--- src/sv/crf_pkg.sv ---
// Shared types and codes for the rectangle fill and keyed copy block.
`timescale 1ns / 1ps
`default_nettype none

package crf_pkg;

  // Clipped edge coordinate: signed, wide enough for -2048..2048.
  typedef logic signed [12:0] coord_t;

  // Operation codes carried on in_func.
  localparam logic [2:0] FUNC_FILL  = 3'd0;
  localparam logic [2:0] FUNC_DEST  = 3'd1;
  localparam logic [2:0] FUNC_SRC   = 3'd2;
  localparam logic [2:0] FUNC_PIXEL = 3'd3;
  localparam logic [2:0] FUNC_READ  = 3'd4;

  // Result kinds.
  localparam logic KIND_PIXEL = 1'b0;
  localparam logic KIND_COUNT = 1'b1;

  // Largest value the result field holds.
  localparam logic [18:0] VALUE_MAX = 19'h7FFFF;

  typedef enum logic [3:0] {
    ST_CLEAR,
    ST_IDLE,
    ST_FILL_BASE,
    ST_FILL_RUN,
    ST_COPY_SIZE,
    ST_COPY_COUNT,
    ST_COPY_EMIT,
    ST_READ_ADDR,
    ST_READ_MEM,
    ST_READ_EMIT
  } state_t;

  // Controller to datapath commands.
  typedef struct packed {
    logic accept;
    logic clear_step;
    logic fill_base;
    logic fill_step;
    logic copy_size;
    logic copy_count;
    logic emit_count;
    logic read_addr;
    logic read_mem;
    logic emit_read;
  } dp_cmd_t;

  // Datapath to controller status.
  typedef struct packed {
    logic clear_last;
    logic fill_empty;
    logic fill_done;
  } dp_status_t;

endpackage

`default_nettype wire

--- src/sv/crf_ctrl.sv ---
// Operation sequencer for the rectangle fill and keyed copy block.
`timescale 1ns / 1ps
`default_nettype none

module crf_ctrl (
  input  logic                 clk,
  input  logic                 rst_n,
  input  logic                 start,
  input  logic [2:0]           func,
  input  crf_pkg::dp_status_t  status,
  output logic                 busy,
  output crf_pkg::dp_cmd_t     cmd
);
  import crf_pkg::*;

  state_t state_r;
  state_t state_nxt;
  logic   accept;

  assign busy   = (state_r != ST_IDLE);
  assign accept = start && !busy;

  // State register
  always_ff @(posedge clk) begin
    if (!rst_n) begin
      state_r <= ST_CLEAR;
    end else begin
      state_r <= state_nxt;
    end
  end

  // Next state
  always_comb begin
    state_nxt = state_r;
    unique case (state_r)
      ST_CLEAR: begin
        if (status.clear_last) state_nxt = ST_IDLE;
      end
      ST_IDLE: begin
        if (accept) begin
          priority if (func == FUNC_FILL) begin
            state_nxt = ST_FILL_BASE;
          end else if (func == FUNC_SRC) begin
            state_nxt = ST_COPY_SIZE;
          end else if (func == FUNC_READ) begin
            state_nxt = ST_READ_ADDR;
          end else begin
            state_nxt = ST_IDLE;
          end
        end
      end
      ST_FILL_BASE: begin
        state_nxt = status.fill_empty ? ST_IDLE : ST_FILL_RUN;
      end
      ST_FILL_RUN: begin
        if (status.fill_done) state_nxt = ST_IDLE;
      end
      ST_COPY_SIZE:  state_nxt = ST_COPY_COUNT;
      ST_COPY_COUNT: state_nxt = ST_COPY_EMIT;
      ST_COPY_EMIT:  state_nxt = ST_IDLE;
      ST_READ_ADDR:  state_nxt = ST_READ_MEM;
      ST_READ_MEM:   state_nxt = ST_READ_EMIT;
      ST_READ_EMIT:  state_nxt = ST_IDLE;
      default:       state_nxt = ST_CLEAR;
    endcase
  end

  // Command outputs
  always_comb begin
    cmd        = '0;
    cmd.accept = accept;
    unique case (state_r)
      ST_CLEAR:      cmd.clear_step = 1'b1;
      ST_IDLE:       ;
      ST_FILL_BASE:  cmd.fill_base  = 1'b1;
      ST_FILL_RUN:   cmd.fill_step  = 1'b1;
      ST_COPY_SIZE:  cmd.copy_size  = 1'b1;
      ST_COPY_COUNT: cmd.copy_count = 1'b1;
      ST_COPY_EMIT:  cmd.emit_count = 1'b1;
      ST_READ_ADDR:  cmd.read_addr  = 1'b1;
      ST_READ_MEM:   cmd.read_mem   = 1'b1;
      ST_READ_EMIT:  cmd.emit_read  = 1'b1;
      default:       ;
    endcase
  end

endmodule

`default_nettype wire

--- config.mk ---
export PLATFORM = sky130hd
export DESIGN_NAME = crf_ctrl
export DESIGN_NICKNAME = d
export VERILOG_FILES = /design/src/sv/crf_pkg.sv /design/src/sv/crf_ctrl.sv
export SDC_FILE = /design/constraint.sdc
export NUM_CORES = 1
export LEC_CHECK = 0
export BUFFER_PORTS_ARGS = -buffer_cell sky130_fd_sc_hd__buf_2
export CORE_AREA = 5 5 42 44
export DETAILED_ROUTE_END_ITERATION = 10
export DIE_AREA = 0 0 47 49
export GPL_TIMING_DRIVEN = 0
export PLACE_DENSITY_LB_ADDON = 0.3
export SETUP_SLACK_MARGIN = 0.5
export SYNTH_ARGS = -nofsm -noshare
export SYNTH_HDL_FRONTEND = slang
export SYNTH_SLANG_ARGS = --single-unit
export TNS_END_PERCENT = 50
--- constraint.sdc ---
create_clock -name clk -period 1.24 [get_ports clk]
set_clock_uncertainty 0.1 [all_clocks]
set_input_delay 0.186 -clock clk [delete_from_list [all_inputs] [get_ports clk]]
set_output_delay 0.186 -clock clk [all_outputs]
set_load 0.005 [all_outputs]
==> flow_metrics.tcl <==
set metrics [dict create \
    status "finished, violations left" \
    violations "negative setup slack" \
    core_um2 1400 \
    crit_fanout 8 \
    yosysTopAreaCellShare_pct 21.8 \
    wl_met2_um 578 \
    place_ws_ns -0.196 \
    firstDrtPassIters 2 \
    regMostFlops "state_r" \
    insertedDiodeCount 0 \
    wl_met3_um 64 \
    grt_pass1_vias 435 \
    grt_antenna_before_repair 0 \
    worst_slack_ns -0.205 \
    ys.flop_type "dfxtp_1" \
    antenna_left 0 \
    clk_pin_slew_ns 0.04 \
    place.gp.congestion 0.828 \
    ctsLongestPathBuffers 2 \
    maxCapViolCount 0 \
    reg.largest.list "state_r (4)" \
    synth_cells 46 \
    synth_nets 55 \
    rsz0062_at_grt "yes" \
    slew_headroom_pct 82.5 \
    post-route-min-period_ns 1.45 \
    cp-start-kind "flop" \
    slew_viol_final 0 \
    end_kind "output pin" \
    wl_per_cell_um 12.2 \
    cts_tree "yes" \
    grt_pass1_wl_um 1790 \
    grt.overflow.total 0 \
    num_rows 14 \
    ys_warn_count 0 \
    ys_seq_area_share_pct 21.8 \
    synth-async-reset-ratio_pct 0 \
    htree_levels 1 \
    die_area_um2 2300 \
    wirelength_um 1160 \
    worstMarginPinSlew_ns 0.261 \
    r2r_slack_ns -0.17 \
    drive_gt1_share_pct 79.7 \
    path_class "reg -> out" \
    drtIter0Drc 5 \
    slowest_stage "dfxtp_2" \
    viasPerCell 4.85 \
    power.switching_uw 140 \
    n_fill_cell 137 \
    cts.sink_count 4 \
    worstPathRequired_ns 0.95 \
    hp-class "in -> reg" \
    syn_area_um2 368 \
    vias 461 \
    die_w_um 47 \
    syn_area_per_cell_um2 8.00 \
    ir_worst_vdd_v 0.000281 \
    worstPathArrival_ns 1.16 \
    portBuffers 19 \
    swShare_pct 27.9 \
    synth-edff-count 0 \
    synth.most_common_cell "nor2_1" \
    hpwl_um 780 \
    synth_cell_type_count 25 \
    p_leak_nw 0.338 \
    path_common_cell "buf_6" \
    finalSetupTns_ns -2.00 \
    fin_crit_sh_pct 117 \
    placed_area_um2 502 \
    synth_area_leader_cell "dfxtp_1" \
    ys_top_cells_by_count "nor2_1 (7), nor3_1 (5), dfxtp_1 (4)" \
    grt_max_degree 9 \
    max_freq_ghz 0.692 \
    p_int_uw 362 \
    cts_hold_buffers 0 \
    seq_power_share_pct 27.4 \
    drc 0 \
    final_area_um2 729 \
    crit_chain "buf_8 -> nor2b_4 -> and3_4 -> buf_6 -> buf_6" \
    synth_seq_cells 4 \
    cts_made_buffers 3 \
    slowest_delay_ns 0.33 \
    largest_register_ffs 4 \
    p_per_area_nw_per_um2 689 \
    layout.nets 90 \
    clockRootBuffer "clkbuf_4" \
    clkLatencyLatePin_ns 0.24 \
    combinationalPowerShare_pct 40.6 \
    utilization_pct 52.1 \
    synthTopCellsByArea "dfxtp_1 (22%), nor2_1 (7.1%), nor3_1 (6.8%)" \
    area_growth_pct 98.3 \
    grt_use_total_pct 10.6 \
    finalHoldViolCount 0 \
    start_util_pct 26.3 \
    pwr-share-clk_pct 32.0 \
    fin_total_pwr_uw 502 \
    io_pins 20 \
    top_layer "met3" \
    die_h_um 49 \
    setup_viol 14 \
    wl_met1_um 513 \
]
metrics by stage:
step,cells,hold WS (ns)
floorplan,46,0.204
global placement,81,0.354
detailed placement,81,0.356
CTS,91,0.108
global route,95,0.135
finish,95,0.113
final timing paths:
path | to | start | cells past startpoint
max | cmd[9] | state_r[1] | 5
min | state_r[3] | rst_n | 2
max reg2reg | state_r[1] | state_r[2] | 5
min reg2reg | state_r[1] | state_r[3] | 2
worst max-delay path, delay by kind of cell, from the launching register on:
kind                   cells  cell delay [ns]
buffers and inverters      3             0.30
AND/OR/NAND/NOR            2             0.29
flip-flops                 1             0.33
final cells by class:
type                       count  area, um2  area share, %
multi-input combinational     36        343           47.0
timing repair buffer          30        200           27.4
sequential                     4       87.6           12.0
buffer                         4       48.8           6.69
clock buffer                   3       22.5           3.09
tap                           16       20.0           2.74
inverter                       2       7.51           1.03
per-layer routing:
layer	vias to the layer above	global-route usage, %
li1	228	-
met1	219	14.3
met2	14	15.4
met3	0	1.11
met4	0	6.91
met5	-	0
layout by cell type (no fill, tap or decap):
cell,netlist,layout
buf_8,0,1
nor2b_1,2,1
inv_1,2,1
and3_4,1,2
nor2b_4,0,1
dfxtp_4,0,1
nand2b_1,3,1
buf_12,0,1
clkbuf_4,0,3
nand2_2,0,1
nor2_4,0,2
a31oi_1,1,1
nor3_2,0,3
o31ai_1,1,1
or2_4,0,1
nand2b_4,0,2
nor3_4,0,2
buf_2,1,18
buf_4,1,9
dfxtp_2,0,3
o32ai_1,1,1
a32o_2,1,1
nor3b_2,1,1
nor2_2,0,2
nand2_4,0,1
xnor2_1,1,1
o21a_1,2,2
o21ai_0,1,1
buf_6,2,5
nor2_1,7,3
mux2i_1,1,1
and2_1,1,1
nand2_1,3,1
nor4_4,1,1
o2bb2ai_2,1,1
inv_2,0,1
power by group through the flow:
stage / logic (mW) / registers [mW] / clock network (mW)
final: 0.204 / 0.138 / 0.161
after global routing: 0.220 / 0.138 / 0.165
after CTS: 0.183 / 0.137 / 0.166
after detailed placement: 0.137 / 0.140 / 0
after global placement: 0.136 / 0.140 / 0
after floorplan: 0.0942 / 0.140 / 0
kinds of logic (layout without fill, tap and decap cells):
kind of cell | after synthesis | after routing | share of synthesized area, %
buf+inv | 6 | 39 | 11.6
compound gates | 8 | 8 | 18.7
simple gates | 26 | 26 | 42.9
flops | 4 | 4 | 21.8
mux | 1 | 1 | 2.72
xor+xnor | 1 | 1 | 2.38
repair_timing:
action	in CTS	in global routing
buffers inserted	7	4
pin swaps	5	3
setup endpoints to repair	15	15
gates resized for setup	17	12
Power figures use the tool's default switching activity.
